[src/hdl/assert_macros.svh]
// Assertion macros shared by the RTL. Empty when SYNTHESIS is defined.
`ifndef ASSERT_MACROS_SVH
`define ASSERT_MACROS_SVH
`ifndef SYNTHESIS
// Same-cycle implication, disabled while reset is asserted.
`define ASSERT_IMPLIES(label, clk, rst_n, ante, cons) \
    label: assert property (@(posedge clk) disable iff (!rst_n) (ante) |-> (cons)) \
        else $error("assertion failed");
// Next-cycle implication, disabled while reset is asserted.
`define ASSERT_NEXT(label, clk, rst_n, ante, cons) \
    label: assert property (@(posedge clk) disable iff (!rst_n) (ante) |=> (cons)) \
        else $error("assertion failed");
`else
`define ASSERT_IMPLIES(label, clk, rst_n, ante, cons)
`define ASSERT_NEXT(label, clk, rst_n, ante, cons)
`endif
`endif

[src/hdl/ncr_pkg.sv]
// ----------------------------------------------------------------------------
// ncr_pkg
// Shared constants and control types of the cube root block.
// ----------------------------------------------------------------------------
`default_nettype none
package ncr_pkg;
    localparam int OPERAND_W       = 32;
    localparam int ROOT_W          = 22;
    localparam int TOL_W           = 16;
    localparam int DIV_W           = 2 * OPERAND_W;
    localparam int NB_W            = $clog2(DIV_W + 1);
    localparam int MAX_ITER_DEF    = 32;
    localparam int FRAC_BITS_DEF   = 16;
    localparam logic [TOL_W-1:0]     TOL_RESET = 16'd1;
    localparam logic [OPERAND_W-1:0] ITER_SAT  = 32'hFFFF_FFFF;
    localparam logic [OPERAND_W-1:0] ROOT_MAX  = 32'h003F_FFFF;
    // floor(v/3) == (v * RECIP3) >> 33 for every 32-bit v.
    localparam logic [OPERAND_W-1:0] RECIP3    = 32'hAAAA_AAAB;
    localparam int RECIP3_SHIFT    = 33;

    typedef struct packed {
        logic load;      // capture operand, seed the iterate
        logic zero_out;  // produce the result of a zero operand
        logic div1;      // start x*2^F / prev
        logic chk;       // evaluate the overflow test on the first quotient
        logic div2;      // start (q1*2^F) / prev
        logic mul_t;     // multiply the second quotient by the reciprocal of 3
        logic mul_r;     // multiply the iterate by the reciprocal of 3
        logic update;    // form the next iterate
        logic finish;    // register the result
    } t_cmd;

    typedef struct packed {
        logic x_zero;
        logic div_done;
        logic sat;
        logic conv;
    } t_stat;
endpackage
`default_nettype wire

[src/hdl/ncr_div.sv]
// ----------------------------------------------------------------------------
// ncr_div
// Restoring divider, one quotient bit per cycle, with a preloaded remainder.
// ----------------------------------------------------------------------------
`default_nettype none
module ncr_div (
    input  wire logic                         i_clk,
    input  wire logic                         i_rst_n,
    input  wire logic                         i_start,
    input  wire logic [ncr_pkg::NB_W-1:0]      i_nbits,
    input  wire logic [ncr_pkg::OPERAND_W-1:0] i_rem,
    input  wire logic [ncr_pkg::DIV_W-1:0]     i_dq,
    input  wire logic [ncr_pkg::OPERAND_W-1:0] i_divisor,
    output logic                              o_done,
    output logic [ncr_pkg::DIV_W-1:0]          o_quot
);
    import ncr_pkg::*;

    logic [NB_W-1:0]      r_cnt;
    logic [OPERAND_W-1:0] r_rem;
    logic [DIV_W-1:0]     r_dq;
    logic [OPERAND_W:0]   trial;
    logic                 fits;

    // The dividend bits enter from the top of the shift register.
    assign trial  = {r_rem, r_dq[DIV_W-1]};
    assign fits   = trial >= {1'b0, i_divisor};
    assign o_done = (r_cnt == NB_W'(1));
    assign o_quot = r_dq;

    always_ff @(posedge i_clk) begin
        if (!i_rst_n) begin
            r_cnt <= '0;
        end else if (i_start) begin
            r_cnt <= i_nbits;
        end else if (r_cnt != '0) begin
            r_cnt <= r_cnt - NB_W'(1);
        end
    end

    always_ff @(posedge i_clk) begin
        if (i_start) begin
            r_rem <= i_rem;
            r_dq  <= i_dq;
        end else if (r_cnt != '0) begin
            r_rem <= fits ? OPERAND_W'(trial - {1'b0, i_divisor}) : OPERAND_W'(trial);
            r_dq  <= {r_dq[DIV_W-2:0], fits};
        end
    end
endmodule
`default_nettype wire

[src/hdl/ncr_dp.sv]
// ----------------------------------------------------------------------------
// ncr_dp
// Datapath: iterate register, divider, reciprocal multiplier, result register.
// ----------------------------------------------------------------------------
`default_nettype none
module ncr_dp #(
    parameter int FRAC_BITS = ncr_pkg::FRAC_BITS_DEF
) (
    input  wire logic                         i_clk,
    input  wire logic                         i_rst_n,
    input  wire ncr_pkg::t_cmd                i_cmd,
    input  wire logic [ncr_pkg::OPERAND_W-1:0] i_operand,
    input  wire logic [ncr_pkg::TOL_W-1:0]     i_tolerance,
    output ncr_pkg::t_stat                    o_stat,
    output logic [ncr_pkg::ROOT_W-1:0]         o_root,
    output logic                              o_converged
);
    import ncr_pkg::*;

    logic [OPERAND_W-1:0] r_x;
    logic [OPERAND_W-1:0] r_prev;
    logic                 r_sat;
    logic [DIV_W-1:0]     r_prod_t;
    logic [DIV_W-1:0]     r_prod_r;
    logic [ROOT_W-1:0]    r_root;
    logic                 r_conv;

    logic                 div_start;
    logic [NB_W-1:0]      div_nbits;
    logic [OPERAND_W-1:0] div_rem;
    logic [DIV_W-1:0]     div_dq;
    logic                 div_done;
    logic [DIV_W-1:0]     quot;
    logic [DIV_W-1:0]     lim;
    logic [DIV_W-1:0]     qs;
    logic                 sat;
    logic [OPERAND_W-1:0] mul_a;
    logic [DIV_W-1:0]     prod;
    logic [OPERAND_W-1:0] t3;
    logic [OPERAND_W-1:0] r3;
    logic [OPERAND_W-1:0] three_r3;
    logic                 rem_two;
    logic [OPERAND_W:0]   sum;
    logic [OPERAND_W-1:0] n_next;
    logic [OPERAND_W-1:0] diff;
    logic                 conv;

    // Overflow test: the second quotient would be 2^32 or more.
    assign lim = DIV_W'({{OPERAND_W{1'b0}}, r_prev} << (OPERAND_W - FRAC_BITS));
    assign sat = quot >= lim;
    assign qs  = quot << FRAC_BITS;

    assign div_start = i_cmd.div1 | i_cmd.div2;
    assign div_nbits = i_cmd.div1 ? NB_W'(OPERAND_W + FRAC_BITS) : NB_W'(OPERAND_W);
    assign div_rem   = i_cmd.div1 ? '0 : qs[DIV_W-1:OPERAND_W];
    assign div_dq    = i_cmd.div1 ? {r_x, {OPERAND_W{1'b0}}}
                                  : {qs[OPERAND_W-1:0], {OPERAND_W{1'b0}}};

    ncr_div u_div (
        .i_clk     (i_clk),
        .i_rst_n   (i_rst_n),
        .i_start   (div_start),
        .i_nbits   (div_nbits),
        .i_rem     (div_rem),
        .i_dq      (div_dq),
        .i_divisor (r_prev),
        .o_done    (div_done),
        .o_quot    (quot)
    );

    assign mul_a = i_cmd.mul_t ? quot[OPERAND_W-1:0] : r_prev;
    assign prod  = {{OPERAND_W{1'b0}}, mul_a} * {{OPERAND_W{1'b0}}, RECIP3};

    // Next iterate: floor(2r/3) + floor(t/3), saturated at 32 bits.
    assign t3       = OPERAND_W'(r_prod_t >> RECIP3_SHIFT);
    assign r3       = OPERAND_W'(r_prod_r >> RECIP3_SHIFT);
    assign three_r3 = r3 + (r3 << 1);
    assign rem_two  = (r_prev - three_r3) == OPERAND_W'(2);
    assign sum      = {1'b0, r3 << 1} + {{OPERAND_W{1'b0}}, rem_two} + {1'b0, t3};
    assign n_next   = (r_sat || sum[OPERAND_W]) ? ITER_SAT : sum[OPERAND_W-1:0];
    assign diff     = (n_next >= r_prev) ? (n_next - r_prev) : (r_prev - n_next);
    assign conv     = diff <= OPERAND_W'(i_tolerance);

    always_ff @(posedge i_clk) begin
        if (i_cmd.load) begin
            r_x    <= i_operand;
            r_prev <= i_operand;
        end else if (i_cmd.update) begin
            r_prev <= n_next;
        end
        if (i_cmd.chk) begin
            r_sat <= sat;
        end
        if (i_cmd.mul_t) begin
            r_prod_t <= prod;
        end
        if (i_cmd.mul_r) begin
            r_prod_r <= prod;
        end
        if (i_cmd.zero_out) begin
            r_root <= '0;
            r_conv <= 1'b1;
        end else if (i_cmd.finish) begin
            r_root <= (n_next > ROOT_MAX) ? ROOT_MAX[ROOT_W-1:0] : n_next[ROOT_W-1:0];
            r_conv <= conv;
        end
    end

    assign o_stat.x_zero   = (i_operand == '0);
    assign o_stat.div_done = div_done;
    assign o_stat.sat      = sat;
    assign o_stat.conv     = conv;
    assign o_root          = r_root;
    assign o_converged     = r_conv;
endmodule
`default_nettype wire

[src/hdl/ncr_ctrl.sv]
// ----------------------------------------------------------------------------
// ncr_ctrl
// Sequencer for the Newton steps: issues datapath commands, counts steps.
// ----------------------------------------------------------------------------
`default_nettype none
module ncr_ctrl #(
    parameter int MAX_ITER = ncr_pkg::MAX_ITER_DEF
) (
    input  wire logic           i_clk,
    input  wire logic           i_rst_n,
    input  wire logic           start,
    input  wire ncr_pkg::t_stat i_stat,
    output ncr_pkg::t_cmd       o_cmd,
    output logic                busy,
    output logic                o_done
);
    import ncr_pkg::*;

    localparam int ITER_W = $clog2(MAX_ITER);

    typedef enum logic [6:0] {
        S_IDLE = 7'b0000001,
        S_INIT = 7'b0000010,
        S_DIV1 = 7'b0000100,
        S_CHK  = 7'b0001000,
        S_DIV2 = 7'b0010000,
        S_MULT = 7'b0100000,
        S_UPD  = 7'b1000000
    } t_state;

    t_state            r_state, n_state;
    logic [ITER_W-1:0] r_iter, n_iter;
    logic              r_done;
    t_cmd              cmd;
    logic              r_mul_second;
    logic              last;

    assign last = (r_iter == ITER_W'(MAX_ITER - 1));

    always_comb begin
        n_state = r_state;
        n_iter  = r_iter;
        cmd     = '0;
        case (r_state)
            S_IDLE: begin
                if (start) begin
                    cmd.load = 1'b1;
                    n_iter   = '0;
                    if (i_stat.x_zero) begin
                        cmd.zero_out = 1'b1;
                    end else begin
                        n_state = S_INIT;
                    end
                end
            end
            S_INIT: begin
                cmd.div1 = 1'b1;
                n_state  = S_DIV1;
            end
            S_DIV1: begin
                if (i_stat.div_done) begin
                    n_state = S_CHK;
                end
            end
            S_CHK: begin
                cmd.chk = 1'b1;
                if (i_stat.sat) begin
                    n_state = S_UPD;
                end else begin
                    cmd.div2 = 1'b1;
                    n_state  = S_DIV2;
                end
            end
            S_DIV2: begin
                if (i_stat.div_done) begin
                    n_state = S_MULT;
                end
            end
            S_MULT: begin
                // Two multiplier passes: quotient first, then the iterate.
                if (!r_mul_second) begin
                    cmd.mul_t = 1'b1;
                end else begin
                    cmd.mul_r = 1'b1;
                    n_state   = S_UPD;
                end
            end
            S_UPD: begin
                cmd.update = 1'b1;
                if (i_stat.conv || last) begin
                    cmd.finish = 1'b1;
                    n_state    = S_IDLE;
                end else begin
                    n_iter  = r_iter + ITER_W'(1);
                    n_state = S_INIT;
                end
            end
            default: begin
                n_state = S_IDLE;
            end
        endcase
    end

    always_ff @(posedge i_clk) begin
        if (!i_rst_n) begin
            r_state      <= S_IDLE;
            r_iter       <= '0;
            r_done       <= 1'b0;
            r_mul_second <= 1'b0;
        end else begin
            r_state      <= n_state;
            r_iter       <= n_iter;
            r_done       <= cmd.finish | cmd.zero_out;
            r_mul_second <= cmd.mul_t;
        end
    end

    assign o_cmd  = cmd;
    assign busy   = (r_state != S_IDLE);
    assign o_done = r_done;
endmodule
`default_nettype wire

[src/hdl/newton_cube_root.sv]
// ----------------------------------------------------------------------------
// newton_cube_root
// Fixed-point cube root by Newton iteration with a settable tolerance.
// ----------------------------------------------------------------------------
// An item is taken when start is high while busy is low. Its result appears on
// o_root and o_converged for exactly one cycle, flagged by o_done, and the
// receiver cannot stall it, so it must capture the result in that cycle.
// A zero operand returns root 0 with converged set in the cycle after it is
// taken. Any other operand runs Newton steps until the change between two
// iterates is within the tolerance register or MAX_ITER steps have run.
// Each step is paced by the one-bit-per-cycle divider, which forms two
// quotients per step; a step whose first quotient overflows forms only the
// first quotient and skips the multiplier passes.
// For a nonzero operand, busy stays high for the whole item and drops in the
// cycle the result is shown, so a new item may start right then.
// The tolerance register (reset 1) is written through i_cfg_valid and
// i_cfg_data; o_cfg_ready is always high. Write it only while the block is
// idle.
// ----------------------------------------------------------------------------
`default_nettype none
`include "assert_macros.svh"
module newton_cube_root #(
    parameter int MAX_ITER  = ncr_pkg::MAX_ITER_DEF,
    parameter int FRAC_BITS = ncr_pkg::FRAC_BITS_DEF
) (
    input  wire logic                         i_clk,
    input  wire logic                         i_rst_n,
    input  wire logic                         start,
    output logic                              busy,
    input  wire logic [ncr_pkg::OPERAND_W-1:0] i_operand,
    output logic                              o_done,
    output logic [ncr_pkg::ROOT_W-1:0]         o_root,
    output logic                              o_converged,
    input  wire logic                         i_cfg_valid,
    output logic                              o_cfg_ready,
    input  wire logic [ncr_pkg::TOL_W-1:0]     i_cfg_data
);
    import ncr_pkg::*;

    logic [TOL_W-1:0] r_tolerance;
    t_cmd             cmd;
    t_stat            stat;

    // The tolerance register accepts a write in any cycle.
    assign o_cfg_ready = 1'b1;

    always_ff @(posedge i_clk) begin
        if (!i_rst_n) begin
            r_tolerance <= TOL_RESET;
        end else if (i_cfg_valid) begin
            r_tolerance <= i_cfg_data;
        end
    end

    ncr_ctrl #(
        .MAX_ITER (MAX_ITER)
    ) u_ctrl (
        .i_clk   (i_clk),
        .i_rst_n (i_rst_n),
        .start   (start),
        .i_stat  (stat),
        .o_cmd   (cmd),
        .busy    (busy),
        .o_done  (o_done)
    );

    ncr_dp #(
        .FRAC_BITS (FRAC_BITS)
    ) u_dp (
        .i_clk       (i_clk),
        .i_rst_n     (i_rst_n),
        .i_cmd       (cmd),
        .i_operand   (i_operand),
        .i_tolerance (r_tolerance),
        .o_stat      (stat),
        .o_root      (o_root),
        .o_converged (o_converged)
    );

    // A nonzero operand keeps the block busy in the following cycle.
    `ASSERT_NEXT(a_busy_after_take, i_clk, i_rst_n, start && !busy && (i_operand != '0), busy)
    // A zero operand answers straight from idle with root 0 and converged set.
    `ASSERT_NEXT(a_zero_result, i_clk, i_rst_n, start && !busy && (i_operand == '0), o_done && (o_root == '0) && o_converged)
    // A result only follows work in the previous cycle.
    `ASSERT_IMPLIES(a_done_has_cause, i_clk, i_rst_n, o_done, $past(busy) || $past(start))
endmodule
`default_nettype wire
[config.mk]
export PLATFORM = sky130hd
export DESIGN_NAME = newton_cube_root
export DESIGN_NICKNAME = d
export VERILOG_FILES = /design/src/hdl/ncr_pkg.sv /design/src/hdl/ncr_div.sv /design/src/hdl/ncr_dp.sv /design/src/hdl/ncr_ctrl.sv /design/src/hdl/newton_cube_root.sv
export VERILOG_INCLUDE_DIRS = /design/src /design/src/hdl
export SDC_FILE = /design/constraint.sdc
export NUM_CORES = 2
export LEC_CHECK = 0
export BUFFER_PORTS_ARGS = -buffer_cell sky130_fd_sc_hd__buf_2
export CAP_MARGIN = 20
export CORE_ASPECT_RATIO = 1.25
export CORE_MARGIN = 2
export CORE_UTILIZATION = 56
export CTS_BUF_LIST = sky130_fd_sc_hd__clkbuf_16
export DETAILED_ROUTE_END_ITERATION = 10
export PLACE_DENSITY = 0.72
export REMOVE_ABC_BUFFERS = 1
export SLEW_MARGIN = 0
export SYNTH_ARGS = -nofsm -noshare
export SYNTH_HDL_FRONTEND = slang
export SYNTH_SLANG_ARGS = --single-unit
[constraint.sdc]
create_clock -name i_clk -period 23.5 [get_ports i_clk]
set_clock_uncertainty 0.1 [all_clocks]
set_input_delay 4.7 -clock i_clk [delete_from_list [all_inputs] [get_ports i_clk]]
set_output_delay 4.7 -clock i_clk [all_outputs]
set_load 0.01 [all_outputs]
# Word-level counts from Yosys, hierarchy flattened
# Cells that the tools add are included.
[totals] inputBits=52 ff_bits=349
[op_classes] n_bitwise=2 add_sub_neg=9 mul=1 muxes=38 n_reduce_logical=9 eq_ne=17 order_cmp=5
[op_table] operator="two-way mux 32 bit" n=9
[op_table] operator="two-way mux 64 bit" n=3
[op_table] operator="subtractor 32 bit" n=4
[op_table] operator=">= comparator 64 x 48 -> 1 bit" n=1
[op_table] operator="multiplier 32 x 32 -> 64 bit (second input constant)" n=1
[op_table] operator="two-way mux 7 bit" n=8
[op_table] operator="one-hot mux 7 bit (7 select lines)" n=1
[op_table] operator="adder 32 x 1 -> 33 bit" n=1
[op_table] operator="adder 33 x 31 -> 33 bit" n=1
[op_table] operator=">= comparator 33 x 32 -> 1 bit" n=1
[op_table] operator="adder 31 x 32 -> 32 bit" n=1
[op_table] operator="== test 32 x 2 -> 1 bit (second input constant)" n=1
[op_table] operator=">= comparator 32 bit" n=1
[op_table] operator="> comparator 32 x 22 -> 1 bit (second input constant)" n=1
[op_table] operator="<= comparator 32 x 16 -> 1 bit" n=1
[op_table] operator="logical NOT 32 bit" n=1
[op_table] operator="two-way mux 22 bit" n=1
[op_table] operator="two-way mux 5 bit" n=3
[op_table] operator="== test 7 x 1 -> 1 bit (second input constant)" n=2
[op_table] operator="two-way mux 2 bit" n=6
[op_table] operator="one-hot mux 5 bit (2 select lines)" n=1
[op_table] operator="== test 7 x 2 -> 1 bit (second input constant)" n=1
[op_table] operator="== test 7 x 3 -> 1 bit (second input constant)" n=1
[op_table] operator="== test 7 x 4 -> 1 bit (second input constant)" n=1
[op_table] operator="other kinds (16)" n=29

# Logic depth before layout (Yosys ltp)
[depth] depth_word=15 depth_mapped=58

# By module
# Synthesis repeated with hierarchy kept, for this count alone.
[unflattened] cells_unflattened=4071 hier_area_um2=39051.2
[modules_own_cells] mod="ncr_dp" cells_each=3306 area_each_um2=30969.7 n_inst=1 seq_area_each_um2=4274.1
[modules_own_cells] mod="ncr_div" cells_each=620 area_each_um2=6621.4 n_inst=1 seq_area_each_um2=3022.9
[modules_own_cells] mod="ncr_ctrl" cells_each=92 area_each_um2=835.8 n_inst=1 seq_area_each_um2=280.3
[modules_own_cells] mod="newton_cube_root" cells_each=53 area_each_um2=624.3 n_inst=1 seq_area_each_um2=320.3

# Worst setup path before layout
# No wires, ideal clock.
[synth_path] path_type="register to register" startpoint="register u_dp.r_prod_r[33]" endpoint="register u_dp.r_root[18] (netlist: u_dp.o_root[18])" arrival_time_ps=11845 n_path_buf=4 path_stages_with_launch=56 setup_ps=132 setup_slack_ps=11423 required_time_ps=23268 synth_period_minus_slack_ps=12077 cell_sequence="edfxtp_1 > ha_1 > inv_1 > ha_1 > or2_2 > fa_1 > a21o_1 > a21oi_1 > o21ai_0 > a211oi_1 > o21ai_0 > o21ai_0 > nand2b_1 > a21oi_1 > nor3_1 > a311o_1 > or4_1 > a2111oi_0 > [... 20 more ...] > clkbuf_1 > a31oi_1 > nand2_1 > nand3_1 > a221oi_1 > xnor2_1 > ha_1 > o211ai_1 > a21oi_1 > o21ai_0 > a21oi_1 > a2111o_1 > a2111oi_2 > nand4_1 > o31ai_4 > and4_4 > buf_4 > a22oi_1"
[synth_via] elab_chain_cells=13 elab_cells_between_ends=17 classes_between="add/sub (6); order compare (3); eq/ne (1); mux (5); reduce/logical (2)"
[synth_rtl] item="start: declaration" line_no="ncr_dp.sv:24" rtl="logic [DIV_W-1:0] r_prod_r;"
[synth_rtl] item="start signal: assignment" line_no="ncr_dp.sv:98" rtl="r_prod_r <= prod;"
[synth_rtl] item="adder 31 x 32 -> 32 bit" line_no="ncr_dp.sv:77" rtl="assign three_r3 = r3 + (r3 << 1);"
[synth_rtl] item="subtractor 32 bit" line_no="ncr_dp.sv:78" rtl="assign rem_two = (r_prev - three_r3) == OPERAND_W'(2);"
[synth_rtl] item="== test 32 x 2 -> 1 bit" line_no="ncr_dp.sv:78"
[synth_rtl] item="adder 32 x 1 -> 33 bit *" line_no="ncr_dp.sv:79" rtl="assign sum = {1'b0, r3 << 1} + {{OPERAND_W{1'b0}}, rem_two} + {1'b0, t3};"
[synth_rtl] item="adder 33 x 31 -> 33 bit *" line_no="ncr_dp.sv:79"
[synth_rtl] item="logical OR 1 bit" line_no="ncr_dp.sv:80" rtl="assign n_next = (r_sat || sum[OPERAND_W]) ? ITER_SAT : sum[OPERAND_W-1:0];"
[synth_rtl] item="two-way mux 32 bit *" line_no="ncr_dp.sv:80"
[synth_rtl] item="subtractor 32 bit / >= comparator 32 bit (equally long branches)" line_no="ncr_dp.sv:81" rtl="assign diff = (n_next >= r_prev) ? (n_next - r_prev) : (r_prev - n_next);"
[synth_rtl] item="two-way mux 32 bit" line_no="ncr_dp.sv:81"
[synth_rtl] item="<= comparator 32 x 16 -> 1 bit" line_no="ncr_dp.sv:82" rtl="assign conv = diff <= OPERAND_W'(i_tolerance);"
[synth_rtl] item="logical OR 1 bit" line_no="ncr_ctrl.sv:90" rtl="if (i_stat.conv || last) begin"
[synth_rtl] item="two-way mux 1 bit" line_no="ncr_ctrl.sv:90"
[synth_rtl] item="two-way mux 2 bit" line_no="ncr_ctrl.sv:44" rtl="case (r_state)"
[synth_rtl] item="end signal: assignment" line_no="ncr_dp.sv:104" rtl="r_root <= (n_next > ROOT_MAX) ? ROOT_MAX[ROOT_W-1:0] : n_next[ROOT_W-1:0];"
[synth_rtl] item="end: declaration" line_no="ncr_dp.sv:25" rtl="logic [ROOT_W-1:0] r_root;"
# Mark *: on every way between the ends. The rest lies on a longest branch, timed or not.
# A chain may end at the register's enable or synchronous reset.

# Final worst setup path
[layout_path] startpoint="register u_dp.r_prev[0]" endpoint="register u_dp.r_root[6] (netlist: u_dp.o_root[6])"
[layout_via] elab_chain_cells=12 elab_cells_between_ends=16 classes_between="add/sub (5); order compare (3); eq/ne (1); mux (5); reduce/logical (2)"
[layout_rtl] item="start: declaration" line_no="ncr_dp.sv:21" rtl="logic [OPERAND_W-1:0] r_prev;"
[layout_rtl] item="start signal: assignment" line_no="ncr_dp.sv:87" rtl="r_prev <= i_operand;"
[layout_rtl] item="start signal: assignment" line_no="ncr_dp.sv:89" rtl="r_prev <= n_next;"
[layout_rtl] item="subtractor 32 bit" line_no="ncr_dp.sv:78"
[layout_rtl] item="== test 32 x 2 -> 1 bit" line_no="ncr_dp.sv:78"
[layout_rtl] item="adder 32 x 1 -> 33 bit" line_no="ncr_dp.sv:79"
[layout_rtl] item="adder 33 x 31 -> 33 bit" line_no="ncr_dp.sv:79"
[layout_rtl] item="logical OR 1 bit" line_no="ncr_dp.sv:80"
[layout_rtl] item="two-way mux 32 bit" line_no="ncr_dp.sv:80"
[layout_rtl] item="subtractor 32 bit / >= comparator 32 bit (equally long branches)" line_no="ncr_dp.sv:81"
[layout_rtl] item="two-way mux 32 bit" line_no="ncr_dp.sv:81"
[layout_rtl] item="<= comparator 32 x 16 -> 1 bit" line_no="ncr_dp.sv:82"
[layout_rtl] item="logical OR 1 bit" line_no="ncr_ctrl.sv:90"
[layout_rtl] item="two-way mux 1 bit" line_no="ncr_ctrl.sv:90"
[layout_rtl] item="two-way mux 2 bit" line_no="ncr_ctrl.sv:44"
# Parallel ways exist; a longest one is shown, timed or not.

==> metrics.txt <==
status finished clean; worst hold path class reg -> reg; area of the mapped netlist between 30000 and 40000 um2; setup TNS 0 ns; Post-synth EDFFs ~220; Worst Reg2Reg Path Length in Cells between 50 and 60; final setup margin roughly 7.8 ns; commonest non-fill, non-tap cells in the layout inv_1 (770), ha_1 (548), fa_1 (423), a21oi_1 (242), edfxtp_1 (223); Cell variety after synth 83; HP Start u_dp.u_div.r_cnt[6]; Critical R2R Capture u_dp.o_root[6]; GRT overflow 0; RSZ-0062 raised after global routing no; Reg-to-Reg Start u_dp.r_prev[0]; Filler cells between 5k and 6k; antenna violations before repair 2; max frequency about 64 MHz; slowest CP cell a2111oi_0; layout cells sized above 1 0.0468; first-pass GRT wire length between 150 and 200 mm; setup violators final 0; flip-flop and latch count after synthesis 283; fin cells about 4.8k; GP Congestion around 1.0; Place WS around 8 ns; Crit path top cell by count ha_1; vias in the first global route slightly above 30k; CP endpoint kind register; Multi-input gate area ~26000 um2; startpoint types register; antenna viol nets, final 0; final WL 124 mm; WP data required between 20 and 25 ns; dpl hpwl 104 mm; CTS tree built; Die W around 230 um; Ys Warns 0; I/O Buffers 76; drt drc 0; Slew @ Worst Pin around 1.1 ns; nets@finish slightly below 5k; Avg Synthesized Cell Area slightly below 10 um2; row count 105; CP max stage delay around 0.8 ns; Die Ht approximately 290 um; hold_buf cts 0; area delta synth->final 6.21%; Slew headroom 0.265; Storage cell area 7900 um2; Vias/cell 6.07; asr flop ratio synth 0; R2R Setup Slk just under 8 ns; Hold Path End u_dp.u_div.r_cnt[6]; WL per Instance between 20 and 30 um; I/O pins slightly below 80; drt first-iter violations between 2k and 2.5k; core area 65700 um2; Worst-Skew Late Latency 0.62 ns; Resize count post-CTS 0; starting density of the core 0.567; critical path class reg -> reg; Pre-antenna DRT Iters 5; post-route minimum period between 15 and 20 ns; Vias about 29k; Seq/Total Area, Yosys 0.212; Worst Setup SP u_dp.r_prev[0]; GRT Overall Usage 0.365; CTS sink cnt between 200 and 300; Primary FF master, synth edfxtp_1; final hold viol count 0; die footprint around 69000 um2; Hold Path Depth 2; commonest non-fill, non-tap cell in the layout inv_1; Mapped Cells between 3k and 4k; Setup Fix Bufs, Post-CTS 0; Root Buffer clkbuf_16; CP Max Fanout 31; H-Tree Depth 1; Num CTS Buffers 30; final max-slew violation count 0; Clock transition at path regs ~0.070 ns; Tcrit/Tclk final 0.666; CTS max path bufs 3; largest net degree at the start of global routing a little over 80; Worst Path Arrival roughly 16 ns; dpl cells 4733; Max-cap violations 0
[layout make-up]
cell class                      count  share of cell area
Tap cell                          856              0.0271
Sequential cell                   283               0.200
Timing Repair Buffer              100              0.0142
Clock buffer                       30              0.0190
Clock inverter                     26             0.00717
Multi-Input combinational cell   2726               0.660
Inverter                          768              0.0728
Antenna cell                        1           0.0000632
[synth_stat cells (all sizes together) (6+ instances only)]
master	count	share of area
nor3b	9	0.0018
or3	15	0.0025
a21o	99	0.020
clkbuf	85	0.0086
o31ai	12	0.0028
a211o	10	0.0023
nor4	30	0.0054
o21bai	13	0.0026
and2	14	0.0023
ha	548	0.18
nor2b	35	0.0059
and3	49	0.0082
mux2	6	0.0018
xnor2	81	0.019
a21boi	10	0.0020
a22oi	24	0.0050
o21a	41	0.0083
mux2i	82	0.022
o31a	6	0.0014
o211ai	26	0.0052
a2111oi	11	0.0028
or2	11	0.0018
o22ai	25	0.0042
xor2	40	0.0094
nor3	58	0.0078
nor2	218	0.022
fa	423	0.23
buf	11	0.0017
dfxtp	60	0.032
a211oi	29	0.0058
nand2	184	0.019
nand4	40	0.0067
edfxtp	223	0.18
a21oi	244	0.033
nand3	63	0.0085
o2bb2ai	23	0.0054
o2111ai	8	0.0019
nand2b	30	0.0050
inv	768	0.077
a221oi	8	0.0019
o21ai	108	0.015
or4	9	0.0018
a31oi	19	0.0032
[sequential cells by signal, indices dropped and copies added (netlist names)]
signal,flops
u_dp.u_div.o_quot,64
u_dp.r_prev,32
u_dp.r_x,32
u_dp.u_div.r_rem,32
u_dp.r_prod_r,31
u_dp.r_prod_t,31
u_dp.o_root,22
r_tolerance,16
u_ctrl.r_state,7
u_dp.u_div.r_cnt,7
u_ctrl.r_iter,5
u_ctrl.o_done,1
u_ctrl.r_mul_second,1
u_dp.o_converged,1
u_dp.r_sat,1
[critical path: cells and delay by family, from the launching register on]
kind	cells	cell delay [ns]
and+or+nand+nor	18	5.12
buffers and inverters	3	0.34
AOI/OAI and AO/OA	23	6.76
DFF	1	0.50
xor gates and xnor gates	1	0.17
adders and majority gates	7	2.53
[how the worst max path moves through the flow]
| stage | slack [ns] | end | depth (start not counted) |
|---|---|---|---|
| after floorplan | 11.08 | u_dp.o_root[10] | 51 |
| after global placement | 8.64 | u_dp.o_root[5] | 52 |
| after detailed placement | 8.23 | u_dp.o_root[11] | 52 |
| after CTS | 8.19 | u_dp.o_root[19] | 52 |
| after global routing | 6.88 | u_dp.o_root[11] | 48 |
| final | 7.85 | u_dp.o_root[6] | 52 |
[metal layers]
| metal | track usage | up-vias | wire length, um |
|---|---|---|---|
| li1 | - | 13300 | - |
| met1 | 0.417 | 14300 | 44800 |
| met2 | 0.620 | 1144 | 59800 |
| met3 | 0.0581 | 391 | 8200 |
| met4 | 0.271 | 0 | 11400 |
| met5 | 0 | - | 0 |
[per-stage QoR]
stage	instance area, um2	hold slack, ns	util
finish	39600	0.334	0.603
global route	39600	0.368	0.603
CTS	39600	0.339	0.603
detailed placement	38500	0.329	0.587
global placement	38500	0.322	0.587
floorplan	36900	0.312	-
[cell families after synthesis]
family	count (synthesis)	synth area share
compound gates	763	0.135
other cells	1	0.000101
fa+ha+maj	971	0.411
buf+inv	864	0.0876
xor+xnor	121	0.0284
simple gates	782	0.102
mux	88	0.0238
flops	283	0.212
Power is not shown: default switching activity piles up to over one toggle a cycle in this logic, so the estimate is an artifact.
